## src/rtl/tcd_pkg.sv

```systemverilog
// Shared types, codes and color widening functions for the texel format / palette decoder.
`timescale 1ns / 1ps
`default_nettype none
package tcd_pkg;

    localparam int PALETTE_HALFWORDS_DEFAULT = 1024;
    localparam int QUEUE_DEPTH = 2;

    // Texel format codes
    localparam logic [2:0] TEX_565   = 3'd0;
    localparam logic [2:0] TEX_5551  = 3'd1;
    localparam logic [2:0] TEX_4444  = 3'd2;
    localparam logic [2:0] TEX_8888  = 3'd3;
    localparam logic [2:0] TEX_PAL4  = 3'd4;
    localparam logic [2:0] TEX_PAL8  = 3'd5;
    localparam logic [2:0] TEX_PAL16 = 3'd6;
    localparam logic [2:0] TEX_PAL32 = 3'd7;

    // Palette entry format codes
    localparam logic [1:0] PAL_565  = 2'd0;
    localparam logic [1:0] PAL_5551 = 2'd1;
    localparam logic [1:0] PAL_4444 = 2'd2;
    localparam logic [1:0] PAL_8888 = 2'd3;

    // Input opcodes
    localparam logic OPCODE_DECODE = 1'b0;
    localparam logic OPCODE_WRITE  = 1'b1;

    // Register indexes
    localparam logic [2:0] REG_TEXEL_FORMAT   = 3'd0;
    localparam logic [2:0] REG_PALETTE_FORMAT = 3'd1;
    localparam logic [2:0] REG_INDEX_SHIFT    = 3'd2;
    localparam logic [2:0] REG_INDEX_MASK     = 3'd3;
    localparam logic [2:0] REG_INDEX_OFFSET   = 3'd4;
    localparam logic [2:0] REG_SHARED_PALETTE = 3'd5;

    typedef struct packed {
        logic [2:0] texel_format;
        logic [1:0] palette_format;
        logic [4:0] index_shift;
        logic [7:0] index_mask;
        logic [4:0] index_offset;
        logic       shared_palette;
    } cfg_t;

    typedef enum logic [1:0] {
        KIND_NOP,
        KIND_WRITE,
        KIND_DIRECT,
        KIND_PALETTE
    } kind_t;

    // One queued word: direct color or write data in payload, halfword address in addr.
    typedef struct packed {
        kind_t       kind;
        logic [31:0] payload;
        logic [9:0]  addr;
    } entry_t;

    function automatic logic [31:0] widen_565(input logic [15:0] v);
        widen_565 = {8'hFF, v[15:11], v[15:13], v[10:5], v[10:9], v[4:0], v[4:2]};
    endfunction

    function automatic logic [31:0] widen_5551(input logic [15:0] v);
        widen_5551 = {{8{v[15]}}, v[14:10], v[14:12], v[9:5], v[9:7], v[4:0], v[4:2]};
    endfunction

    function automatic logic [31:0] widen_4444(input logic [15:0] v);
        widen_4444 = {v[15:12], v[15:12], v[11:8], v[11:8], v[7:4], v[7:4], v[3:0], v[3:0]};
    endfunction

    function automatic logic [31:0] decode_format(input logic [1:0] fmt, input logic [31:0] v);
        logic [31:0] res;
        case (fmt)
            PAL_565:  res = widen_565(v[15:0]);
            PAL_5551: res = widen_5551(v[15:0]);
            PAL_4444: res = widen_4444(v[15:0]);
            default:  res = v;
        endcase
        decode_format = res;
    endfunction

endpackage
`default_nettype wire

```

## src/rtl/tcd_queue.sv

```systemverilog
// Short FIFO between the front end and the back end.
`timescale 1ns / 1ps
`default_nettype none
module tcd_queue (
    input  wire logic       aclk,
    input  wire logic       aresetn,
    input  wire logic       push,
    input  wire tcd_pkg::entry_t push_entry,
    output logic            full,
    input  wire logic       pop,
    output logic            head_valid,
    output tcd_pkg::entry_t head_entry
);
    import tcd_pkg::*;

    localparam int QPW = (QUEUE_DEPTH > 1) ? $clog2(QUEUE_DEPTH) : 1;
    localparam int QCW = $clog2(QUEUE_DEPTH + 1);

    entry_t           q_reg [QUEUE_DEPTH];
    logic [QPW-1:0]   wr_ptr_reg, wr_ptr_next;
    logic [QPW-1:0]   rd_ptr_reg, rd_ptr_next;
    logic [QCW-1:0]   count_reg, count_next;

    assign full       = count_reg == QCW'(QUEUE_DEPTH);
    assign head_valid = count_reg != '0;
    assign head_entry = q_reg[rd_ptr_reg];

    always_comb begin
        wr_ptr_next = wr_ptr_reg;
        rd_ptr_next = rd_ptr_reg;
        count_next  = count_reg;
        if (push) begin
            wr_ptr_next = (wr_ptr_reg == QPW'(QUEUE_DEPTH - 1)) ? '0 : wr_ptr_reg + 1'b1;
        end
        if (pop) begin
            rd_ptr_next = (rd_ptr_reg == QPW'(QUEUE_DEPTH - 1)) ? '0 : rd_ptr_reg + 1'b1;
        end
        if (push && !pop) begin
            count_next = count_reg + 1'b1;
        end else if (pop && !push) begin
            count_next = count_reg - 1'b1;
        end
    end

    always_ff @(posedge aclk) begin
        if (!aresetn) begin
            wr_ptr_reg <= '0;
            rd_ptr_reg <= '0;
            count_reg  <= '0;
        end else begin
            wr_ptr_reg <= wr_ptr_next;
            rd_ptr_reg <= rd_ptr_next;
            count_reg  <= count_next;
        end
    end

    always_ff @(posedge aclk) begin
        if (push) begin
            q_reg[wr_ptr_reg] <= push_entry;
        end
    end

    a_no_overflow: assert property (@(posedge aclk) disable iff (!aresetn)
        push |-> !full)
        else $error("queue push while full");

    a_no_underflow: assert property (@(posedge aclk) disable iff (!aresetn)
        pop |-> head_valid)
        else $error("queue pop while empty");

    a_count_tracks: assert property (@(posedge aclk) disable iff (!aresetn)
        (push && !pop && !full) |=> (count_reg == $past(count_reg) + 1'b1))
        else $error("queue count did not advance on push");

endmodule
`default_nettype wire

```

## config.mk

```make
export PLATFORM = sky130hd
export DESIGN_NAME = tcd_queue
export DESIGN_NICKNAME = d
export VERILOG_FILES = /design/src/rtl/tcd_pkg.sv /design/src/rtl/tcd_queue.sv
export SDC_FILE = /design/constraint.sdc
export NUM_CORES = 1
export LEC_CHECK = 0
export BUFFER_PORTS_ARGS = -buffer_cell sky130_fd_sc_hd__buf_4
export CORE_UTILIZATION = 54
export CTS_CLUSTER_SIZE = 24
export DETAILED_ROUTE_END_ITERATION = 10
export PLACE_DENSITY = 0.82
export SLEW_MARGIN = 20
export SYNTH_ARGS = -nofsm -noshare
export SYNTH_HDL_FRONTEND = slang
export SYNTH_SLANG_ARGS = --single-unit
```

## constraint.sdc

```tcl
create_clock -name aclk -period 8.8 [get_ports aclk]
set_input_delay 0.44 -clock aclk [delete_from_list [all_inputs] [get_ports aclk]]
set_output_delay 0.44 -clock aclk [all_outputs]
set_load 0.01 [all_outputs]
```

# Word-level counts from Yosys, hierarchy flattened
# Memory sizes are Yosys's and may differ from the RTL's. A register that Yosys moved wholly into a read port is not among the register bits.
# Index checks and enable logic that the tools add are counted.
op_classes:
  n_eq_ne: 1
  reduce_logical: 6
  n_shift: 0
  magnitude_cmp: 0
  n_div: 0
  bitwise_logic: 0
  addsub: 4
  n_mux: 8
  mul: 0
ops:
  columns: ["op", "count"]
  rows:
  - ["$mux W1", 6]
  - ["$mux W2", 2]
  - ["$reduce_bool A2 Y1", 2]
  - ["$add A1 B1 Y1 const B", 2]
  - ["$add A2 B1 Y2 const B", 1]
  - ["$eq A2 B2 Y1 const B", 1]
  - ["$logic_and A1 B1 Y1", 2]
  - ["$logic_not A1 Y1", 2]
  - ["$sub A2 B1 Y2 const B", 1]
word_totals:
  rom_bits: 0
  ff_bits: 4
  latch_bits: 0
  output_inout_bits: 46
  n_memories: 1
  input_bits: 48
  ramBits: 88
  word_cells: 23
mem_list:
  columns: ["name", "words", "width", "read_ports", "rd_ports_with_merged_regs", "wr", "line_no", "text"]
  rows:
  - ["q_reg", 2, 44, 1, 1, 1, "tcd_queue.sv:19", "entry_t q_reg [QUEUE_DEPTH];"]

# Depth between registers and ports, before layout
depth:
  depth_word: 4
  ltp_mapped: 5
  depth_no_buf: 5

# Worst setup path before layout
# Ideal clock, no wire load.
synth_path:
  path_type: "in2reg"
  startpoint: "input push"
  endpoint: "memory q_reg[0][0] (netlist name), enable pin"
  required_time_ps: 8348
  arrival_time_ps: 2431
  path_stages: 1
  setup_time_ps: 452
  path_slack_ps: 5917
  path_cell_list: "nor2b_1"
synth_via:
  elab_chain_len: 2
synth_rtl:
  columns: ["element", "line_no", "text"]
  rows:
  - ["start: declaration", "tcd_queue.sv:7", "input wire logic push,"]
  - ["$mux W1", "tcd_queue.sv:58", "if (push) begin"]
  - ["$mux W1 (implied by the code)", "tcd_queue.sv:59", "q_reg[wr_ptr_reg] <= push_entry;"]
  - ["end: declaration", "tcd_queue.sv:19", null]
# No other way between the ends.

==> run summary <==
WL/cell: 16.6 um
Clock power share: 31.5%
Syn nets: 208
Tot Pwr: 925 uW
Layout cell share with drive strength beyond 1: 58.7%
Clock-pin slew on the worst setup and hold paths: 0.08 ns
CTS tree: yes
Slew @ Worst Pin: 1.06 ns
Gpl congestion: 0.675
Die width: 81.5 um
CTS Buffer Depth: 2
CP endpoint kind: primary output
Post-route ant nets: 0
Layout Nets: 308
Area of the core: 5990 um^2
Slew HR: 29.2%
Vias in the first global route: 1726
Pint: 734 uW
Max-Cap Viols: 0
Inserted Diodes: 0
Final setup violation count: 0
Site Rows: 28
Syn Std Cell Area: 3410 um^2
Leak: 0.00165 uW
Max VDD drop: 0.139 mV
Yosys top cell area share: 77.5%
Critical path peak fanout: 44
Number of flip-flops in the largest register: 88
Root buffer cell: clkbuf_8
Dpl hpwl: 3690 um
Combinational share of power: 11.9%
Post-CTS Setup Inserts: 0
Final worst-path cycle share: 27.3%
PD cells: 212 nW/um^2
I/O pin count: 94
Grt ovf: 0
First-pass GRT wire length: 8220 um
Num CTS Buffers: 9
Residual DRC: 0
Cell taking the most area after synthesis: edfxtp_1
Final hold vios: 0
Final Critical Period: 2.40 ns
Worst Hold Class: in2reg
Port Buffer Count: 93
NetSw: 191 uW
Starting Density: 56.9%
Detailed router's first-iteration violation count: 164
WS Path Type: reg2out
Post-synth EDFFs: 88
Final Slew Violations: 0
RSZ-0062 raised after global routing: false
Clock Skews: 0.00346 ns
Fin Setup TNS: 0 ns
Yosys synthesis warning count: 0
Final Cell Area: 4380 um^2
Critical path arrival: 1.96 ns
Worst skew pair latency: 0.33 ns
Status: completed
Die area: 6640 um^2
Flop pwr share: 56.6%
Initial antenna violation count: 0
Area grow syn2layout: 28.3%
Seq cells post-synth: 93
Drt total wl: 5620 um
GRT Util Overall: 17.7%
Area after DPL: 4170 um^2
Cells after synthesis: 159
CTS resizes: 0
Ranking of synthesized cells by area: edfxtp_1, mux2_2, dfxtp_1
Sink Count: 93
Via count: 1714
Unique cell type count in the Yosys netlist: 17
Final Core Density: 73.0%
CP required: 8.36 ns
Sequential area share after synthesis: 80.4%
Largest net degree at the start of global routing: 45
Vias per cell: 5.06
Ys async rst share: 0%
Chip height: 81.5 um
Drt pass-1 iters: 4
Ys flop type: edfxtp_1
Switching share of total power: 20.7%
Fmax: 417 MHz
Avg Inst Size Synth: 21.4 um^2
Cts hold-fix bufs: 0
CP startpoint kind: register
Layout fillers: 392
Htree depth: 3
==> through the flow <==
step | instances | setup slack, ns | hold slack (ns)
2_1_floorplan | 159 | 5.92 | 0.461
3_3_place_gp | 323 | 6.73 | 0.479
3_5_place_dp | 323 | 6.74 | 0.494
4_1_cts | 339 | 6.37 | 0.270
5_1_grt | 339 | 6.27 | 0.261
6_report | 339 | 6.40 | 0.283
==> layout make-up <==
cell class                 instances  area, um^2  area share, %
multi-input combinational         60         622           14.2
clock buffer                      11         131           3.00
inverter                           1        3.75         0.0858
clock inverter                     5        75.1           1.72
tap                               75        93.8           2.14
timing repair buffer              94         706           16.1
sequential                        93        2740           62.7
==> worst max-delay path, cell delays in order, from the launching register on <==
cell     delay, ns
dfxtp_2       1.01
mux2_2        0.45
buf_4         0.15
==> synth_stat cells (all sizes together) (2+ instances only) <==
| library cell | n |
|---|---|
| and2 | 4 |
| buf | 5 |
| dfxtp | 5 |
| edfxtp | 88 |
| mux2 | 44 |
| nor2b | 2 |
| xor2 | 2 |
==> final timing paths <==
path                                       end  cells after the start            from  slack [ns]
worst max-delay path            head_entry[23]                      2        register        6.40
worst min-delay path              q_reg[0][13]                      1  push_entry[13]        0.28
worst max register to register     q_reg[1][8]                      1      wr_ptr_reg        7.13
worst min register to register    count_reg[1]                      2    count_reg[1]        0.50
==> cell usage in the layout (no fill, tap or decap) <==
cell type	instances
clkbuf_1	2
nor2b_1	1
dfxtp_1	4
o21ai_0	1
bufinv_16	2
ha_1	1
xor2_1	2
buf_4	94
or3_1	1
xnor2_1	1
nor2b_4	1
and2_2	1
clkbuf_8	9
and2_1	3
dfxtp_2	1
and2b_2	1
o21a_1	1
clkinv_1	2
clkinvlp_4	1
edfxtp_1	88
mux2_2	44
or2_2	1
inv_1	1
a21boi_1	1
==> per-layer routing <==
layer | up-vias | wire, um | part of all wire, % | GRT usage, %
met4 | 0 | 124 | 2.2 | 8.57
met2 | 59 | 2730 | 49 | 27.2
li1 | 815 | - | - | -
met5 | - | 0 | 0 | 0
met1 | 829 | 2450 | 44 | 23.3
met3 | 11 | 320 | 5.7 | 4.89
==> power groups by stage <==
stage | Sequential, uW | Combinational, uW | Clock (uW)
2_1_floorplan | 525 | 61.7 | 0
6_report | 524 | 110 | 291
3_5_place_dp | 534 | 111 | 0
3_3_place_gp | 533 | 109 | 0
4_1_cts | 524 | 112 | 296
5_1_grt | 527 | 119 | 316
==> logic make-up after synthesis <==
kind of cell | after synthesis | synth area share (%)
simple gates | 9 | 1.72
flops | 93 | 80.4
fa+ha+maj | 1 | 0.367
mux | 44 | 14.5
compound gates | 3 | 0.587
xor+xnor | 3 | 0.771
buf+inv | 6 | 1.58
Power figures use the tool's default switching activity.
