[config.mk]
export PLATFORM = sky130hd
export DESIGN_NAME = tcd_front
export DESIGN_NICKNAME = d
export VERILOG_FILES = /design/src/rtl/tcd_pkg.sv /design/src/rtl/tcd_front.sv
export SDC_FILE = /design/constraint.sdc
export NUM_CORES = 1
export LEC_CHECK = 0
export BUFFER_PORTS_ARGS = -buffer_cell sky130_fd_sc_hd__buf_2
export CAP_MARGIN = 20
export CORE_ASPECT_RATIO = 1.75
export CORE_UTILIZATION = 50
export DETAILED_ROUTE_END_ITERATION = 7
export PLACE_DENSITY = 0.91
export SLEW_MARGIN = 20
export SYNTH_ARGS = -nofsm -noshare
export SYNTH_HDL_FRONTEND = slang
export SYNTH_SLANG_ARGS = --single-unit
[constraint.sdc]
create_clock -name vclk -period 6.7
set_clock_uncertainty 0.15 [all_clocks]
set_input_delay 0.67 -clock vclk [all_inputs]
set_output_delay 0.67 -clock vclk [all_outputs]
set_load 0.05 [all_outputs]
[src/rtl/tcd_pkg.sv]
// Shared types, codes and color widening functions for the texel format / palette decoder.
`timescale 1ns / 1ps
`default_nettype none
package tcd_pkg;

    localparam int PALETTE_HALFWORDS_DEFAULT = 1024;
    localparam int QUEUE_DEPTH = 2;

    // Texel format codes
    localparam logic [2:0] TEX_565   = 3'd0;
    localparam logic [2:0] TEX_5551  = 3'd1;
    localparam logic [2:0] TEX_4444  = 3'd2;
    localparam logic [2:0] TEX_8888  = 3'd3;
    localparam logic [2:0] TEX_PAL4  = 3'd4;
    localparam logic [2:0] TEX_PAL8  = 3'd5;
    localparam logic [2:0] TEX_PAL16 = 3'd6;
    localparam logic [2:0] TEX_PAL32 = 3'd7;

    // Palette entry format codes
    localparam logic [1:0] PAL_565  = 2'd0;
    localparam logic [1:0] PAL_5551 = 2'd1;
    localparam logic [1:0] PAL_4444 = 2'd2;
    localparam logic [1:0] PAL_8888 = 2'd3;

    // Input opcodes
    localparam logic OPCODE_DECODE = 1'b0;
    localparam logic OPCODE_WRITE  = 1'b1;

    // Register indexes
    localparam logic [2:0] REG_TEXEL_FORMAT   = 3'd0;
    localparam logic [2:0] REG_PALETTE_FORMAT = 3'd1;
    localparam logic [2:0] REG_INDEX_SHIFT    = 3'd2;
    localparam logic [2:0] REG_INDEX_MASK     = 3'd3;
    localparam logic [2:0] REG_INDEX_OFFSET   = 3'd4;
    localparam logic [2:0] REG_SHARED_PALETTE = 3'd5;

    typedef struct packed {
        logic [2:0] texel_format;
        logic [1:0] palette_format;
        logic [4:0] index_shift;
        logic [7:0] index_mask;
        logic [4:0] index_offset;
        logic       shared_palette;
    } cfg_t;

    typedef enum logic [1:0] {
        KIND_NOP,
        KIND_WRITE,
        KIND_DIRECT,
        KIND_PALETTE
    } kind_t;

    // One queued word: direct color or write data in payload, halfword address in addr.
    typedef struct packed {
        kind_t       kind;
        logic [31:0] payload;
        logic [9:0]  addr;
    } entry_t;

    function automatic logic [31:0] widen_565(input logic [15:0] v);
        widen_565 = {8'hFF, v[15:11], v[15:13], v[10:5], v[10:9], v[4:0], v[4:2]};
    endfunction

    function automatic logic [31:0] widen_5551(input logic [15:0] v);
        widen_5551 = {{8{v[15]}}, v[14:10], v[14:12], v[9:5], v[9:7], v[4:0], v[4:2]};
    endfunction

    function automatic logic [31:0] widen_4444(input logic [15:0] v);
        widen_4444 = {v[15:12], v[15:12], v[11:8], v[11:8], v[7:4], v[7:4], v[3:0], v[3:0]};
    endfunction

    function automatic logic [31:0] decode_format(input logic [1:0] fmt, input logic [31:0] v);
        logic [31:0] res;
        case (fmt)
            PAL_565:  res = widen_565(v[15:0]);
            PAL_5551: res = widen_5551(v[15:0]);
            PAL_4444: res = widen_4444(v[15:0]);
            default:  res = v;
        endcase
        decode_format = res;
    endfunction

endpackage
`default_nettype wire

[src/rtl/tcd_front.sv]
// Front end: classifies each accepted word and forms its color or palette address.
`timescale 1ns / 1ps
`default_nettype none
module tcd_front #(
    parameter int PALETTE_HALFWORDS = tcd_pkg::PALETTE_HALFWORDS_DEFAULT
) (
    input  wire tcd_pkg::cfg_t cfg,
    input  wire logic       opcode,
    input  wire logic [31:0] texel_value,
    input  wire logic [2:0] mip_level,
    input  wire logic       source_valid,
    input  wire logic [9:0] palette_addr,
    input  wire logic [15:0] palette_data,
    output tcd_pkg::entry_t entry
);
    import tcd_pkg::*;

    localparam int AW = $clog2(PALETTE_HALFWORDS);
    localparam int CW = AW + 1;

    logic [31:0] raw;
    logic [31:0] shifted;
    logic [7:0]  idx8;
    logic [8:0]  idx9;
    logic [9:0]  idx10;
    logic        wr_in_range;

    always_comb begin
        case (cfg.texel_format)
            TEX_PAL4:  raw = {28'd0, texel_value[3:0]};
            TEX_PAL8:  raw = {24'd0, texel_value[7:0]};
            TEX_PAL16: raw = {16'd0, texel_value[15:0]};
            default:   raw = texel_value;
        endcase
        shifted = raw >> cfg.index_shift;
        idx8    = shifted[7:0] & cfg.index_mask;
        idx9    = {cfg.index_offset, 4'd0} | {1'b0, idx8};
        if (cfg.palette_format == PAL_8888) begin
            idx9[8] = 1'b0;
        end
        idx10 = {1'b0, idx9};
        if (!cfg.shared_palette) begin
            idx10 = idx10 + {3'd0, mip_level, 4'd0};
        end
    end

    assign wr_in_range = CW'(palette_addr) < CW'(PALETTE_HALFWORDS);

    always_comb begin
        entry.kind    = KIND_DIRECT;
        entry.payload = 32'd0;
        entry.addr    = 10'd0;
        if (opcode == OPCODE_WRITE) begin
            // drop writes past the end of the RAM
            entry.kind    = wr_in_range ? KIND_WRITE : KIND_NOP;
            entry.payload = {16'd0, palette_data};
            entry.addr    = palette_addr;
        end else if (source_valid) begin
            case (cfg.texel_format)
                TEX_565:  entry.payload = widen_565(texel_value[15:0]);
                TEX_5551: entry.payload = widen_5551(texel_value[15:0]);
                TEX_4444: entry.payload = widen_4444(texel_value[15:0]);
                TEX_8888: entry.payload = texel_value;
                default: begin
                    entry.kind = KIND_PALETTE;
                    entry.addr = (cfg.palette_format == PAL_8888) ?
                                 {idx10[8:0], 1'b0} : idx10;
                end
            endcase
        end
    end

endmodule
`default_nettype wire

* After elaboration in Yosys (flattened, before gate mapping)
Cells that the tools add are included.
Word-level totals: word-level logic and storage cells 22, bits in registers 0, bits in writable memories 0, output and inout port bits 44, memories kept 0, input bits 87, bits in latches 0, memory bits (read-only) 0
Cells by class: divide/modulo/power cells 0, $lt $le $gt $ge 0, add/subtract/negate cells 1, multiplexer cells 9, reductions and logical operators 2, equal/unequal tests 7, $mul 0, bitwise operators 2, shift-type cells 1
Operators with widths (count):
- case mux 32 bit (4 select lines) | 1
- case mux 32 bit (3 select lines) | 1
- 2-to-1 mux 44 bit | 1
- 2-to-1 mux 43 bit | 1
- >> shifter 32 x 5 -> 8 bit | 1
- 2-to-1 mux 10 bit | 3
- adder 9 x 7 -> 10 bit | 1
- equality test 3 bit, second input constant | 3
- OR 9 x 8 -> 9 bit | 1
- bitwise AND 8 bit | 1
- equality test 3 x 2 -> 1 bit, second input constant | 2
- OR reduction 4 bit | 1
- equality test 3 x 1 -> 1 bit, second input constant | 1
- logical NOT 3 bit | 1
- equality test 2 bit, second input constant | 1
- 2-to-1 mux 1 bit | 2

* Logic depth before layout (Yosys ltp)
depth in word-level cells 12, depth in mapped cells 15, mapped depth without buffers 13

* Worst setup path before layout
OpenSTA, ideal clock, no wires.
path kind input port to output port, from input cfg[14] (netlist bit), to output entry[7] (netlist bit), required time 5.880 ns, setup slack 2.185 ns, path buffers 2, arrival 3.695 ns, cell stages on the path 14, cells stage by stage buf_6 buf_6 mux2_2 nand2_1 a221oi_1 a21oi_1 o41ai_2 ha_1 inv_1 fa_1 nor2b_1 nor3_1 a21oi_1 o221ai_1
RTL lines:
- start: declaration | line tcd_front.sv:7 | input wire tcd_pkg::cfg_t cfg,
- end: declaration | line tcd_front.sv:14 | output tcd_pkg::entry_t entry

==> results.md <==
* Tcrit/Tclk final at 0.810
* Routed WL at ~10000 µm
* Slowest stage delay, CP at roughly 750 ps
* GRT Util Overall at 0.342
* Global-route wire length before repair at between 15000 and 20000 µm
* Cell Rows at 36
* Routed WL per cell at 18.5 µm
* Core footprint at 5540 µm²
* Clk_buf instances at 0
* Worst Path Arrival at 4610 ps
* Share of the synthesized area in the top cell type at 0.165
* Combinational Power Share at 1.000
* Multi-input combinational cell area at 2620 µm²
* Leak at 1.52 nW
* Hold Worst Slack at 1570 ps
* Top cells by area, synth: mux4_2, mux2i_1, nand2_1, a21oi_1, mux2_2
* Slowest CP cell: buf_2
* # Post-CTS Setup Buffers at 0
* Crit Path Category: input pin to output pin
* Pwr Density at approximately 84 nW/µm²
* DRT iter0 DRCs at 234
* Number of port buffers at 131
* Power share of the clock group at 0
* Max_slew headroom at 0.328
* Seq/Total Area, Yosys at 0
* Run status: complete, no violations
* Initial antenna violation count at 0
* Peak supply drop at ~0.06 mV
* Unrepaired setup endpoints after global routing: no
* GPL Wtd Cong at 0.968
* Sequential share of power at 0
* Max FO, Critical Path at 44
* Critical Path RT at 5880 ps
* Drt via density at 6.69
* Sw Pwr at 0.000182 W
* Critical path capture point type: output pin
* CP delay by family, top: buffers and inverters
* Num sequential at 0
* Mapped Area at 2870 µm²
* Pins Over Slew Limit at 0
* # hold bufs at CTS at 0
* DRC at 0
* Overflow after GRT at 0
* Drt pass-1 iters at 5
* Switching share of power at 0.635
* Post-synth top area cell: mux4_2
* Pin count of the biggest net entering global routing at 50
* Final min period at 5430 ps
* Die height at 102 µm
* Syn nets at between 400 and 500
* Worst path cell trace: buf_2 > mux2_2 > nand2_1 > a221oi_1 > a21oi_1 > o41ai_2 > ha_1 > inv_1 > fa_1 > nor2b_1 > o21ai_0 > or3_1 > mux2_4 > o211ai_2 > buf_2
* FMAX at between 150 and 200 MHz
* Dpl hpwl at approximately 8200 µm
* Final setup violation count at 0
* Vias in the first global route at 3508
* Hold Fails Final Rpt at 0
* Most frequent CP cell: buf_2
* Area grow syn2layout at 19.3%
* Synth unique cells at 72
* Actual slew at the worst max-slew pin at 1010 ps
* Worst hold path type: input pin to output pin
* Final nets at about 600
* Yosys Warn Count at 0
* Cells after Synth at 401
* Die ar. at 6050 µm²
* Mean Syn Cell Area at 7.15 µm²
* Setup TNS at 0 ps
* Filler cells at 520
* Die X at 59.2 µm
* Power Internal at 0.000105 W
* Ant diodes at 0
* Post-cts gate resize count at 0
* Max-cap viol count at 0
* Final ANT Viol Nets at 0
* Register Area at 0 µm²
* WP buf/inv at 3
* Ports at 131
* Share of layout cells above drive strength 1 at 0.358
* Total number of vias at 3793
* Startpoint Class: input pin
* Starting Density at 0.517
[routing by layer]
metal / share of wire / up-vias / global-route usage
li1: - / 1741 / -
met1: 0.35 / 1740 / 0.375
met2: 0.50 / 258 / 0.600
met3: 0.082 / 54 / 0.0304
met4: 0.068 / 0 / 0.236
met5: 0 / - / 0
[cells in the final DEF, fill, tap and decap left out, types with 9 or more instances in the layout]
master,n
a21oi_1,28
a22o_1,15
a31oi_1,11
buf_2,131
inv_1,12
mux2_2,12
mux2i_1,22
mux4_2,21
nand2_1,51
nand3_1,19
nor2_1,25
nor2b_1,9
nor3_1,13
o21ai_0,23
[logic make-up after synthesis]
| group | after synthesis | share of synthesized area |
|---|---|---|
| AOI/OAI and AO/OA | 132 | 0.329 |
| muxes | 57 | 0.299 |
| adders and majority gates | 4 | 0.0201 |
| xor gates and xnor gates | 1 | 0.00306 |
| and+or+nand+nor | 154 | 0.265 |
| buffers and inverters | 53 | 0.0843 |
[cells in the mapped netlist (2+ instances only)]
cell type and instances:
a211oi_1 2, a21o_1 2, a21oi_1 28, a22o_1 15, a22oi_1 8, a31oi_1 11
a32o_1 2, a32oi_1 2, and2_1 6, and3_1 4, buf_1 4, buf_2 12
buf_4 3, buf_6 2, clkbuf_1 19, ha_1 3, inv_1 12, mux2_2 12
mux2i_1 22, mux4_2 21, nand2_1 51, nand2b_1 6, nand3_1 19, nand3b_1 3
nand4_1 5, nand4b_1 2, nor2_1 25, nor2b_1 9, nor3_1 13, o211ai_1 3
o21ai_0 23, o21ai_1 2, o21bai_1 2, o221ai_1 2, o22ai_1 3, o311ai_0 2
o31ai_1 2, o41ai_1 2, or3_1 4
[worst min-delay path: cells and delay by family]
family                 cells  cell delay (ps)
buffers and inverters      2              300
and+or+nand+nor            2               90
[through the flow]
stage | instances | worst slack [ps] | instance area [µm²] | utilization | total power (W)
after floorplan | 401 | 2190 | 2870 | - | 0.000204
after global placement | 567 | 1380 | 3420 | 0.617 | 0.000277
after detailed placement | 567 | 1270 | 3420 | 0.617 | 0.000281
after CTS | 567 | 1270 | 3420 | 0.617 | 0.000282
after global routing | 567 | 948 | 3420 | 0.617 | 0.000307
final | 567 | 1270 | 3420 | 0.617 | 0.000287
[final timing paths]
kind            start       end  slack (ps)  cells after the start
max           cfg[14]  entry[8]        1270                     15
min   palette_addr[3]  entry[3]        1570                      4
[cell type report]
| type | instances | area share |
|---|---|---|
| inverter | 12 | 0.0132 |
| multi-input combinational | 348 | 0.767 |
| tap | 76 | 0.0278 |
| timing repair buffer | 131 | 0.192 |
[power by group through the flow]
stage / combinational [W] / clock (W) / sequential [W]
floorplan: 0.000204 / 0 / 0
global placement: 0.000277 / 0 / 0
detailed placement: 0.000281 / 0 / 0
CTS: 0.000282 / 0 / 0
global route: 0.000307 / 0 / 0
finish: 0.000287 / 0 / 0
Power figures use the tool's default switching activity.
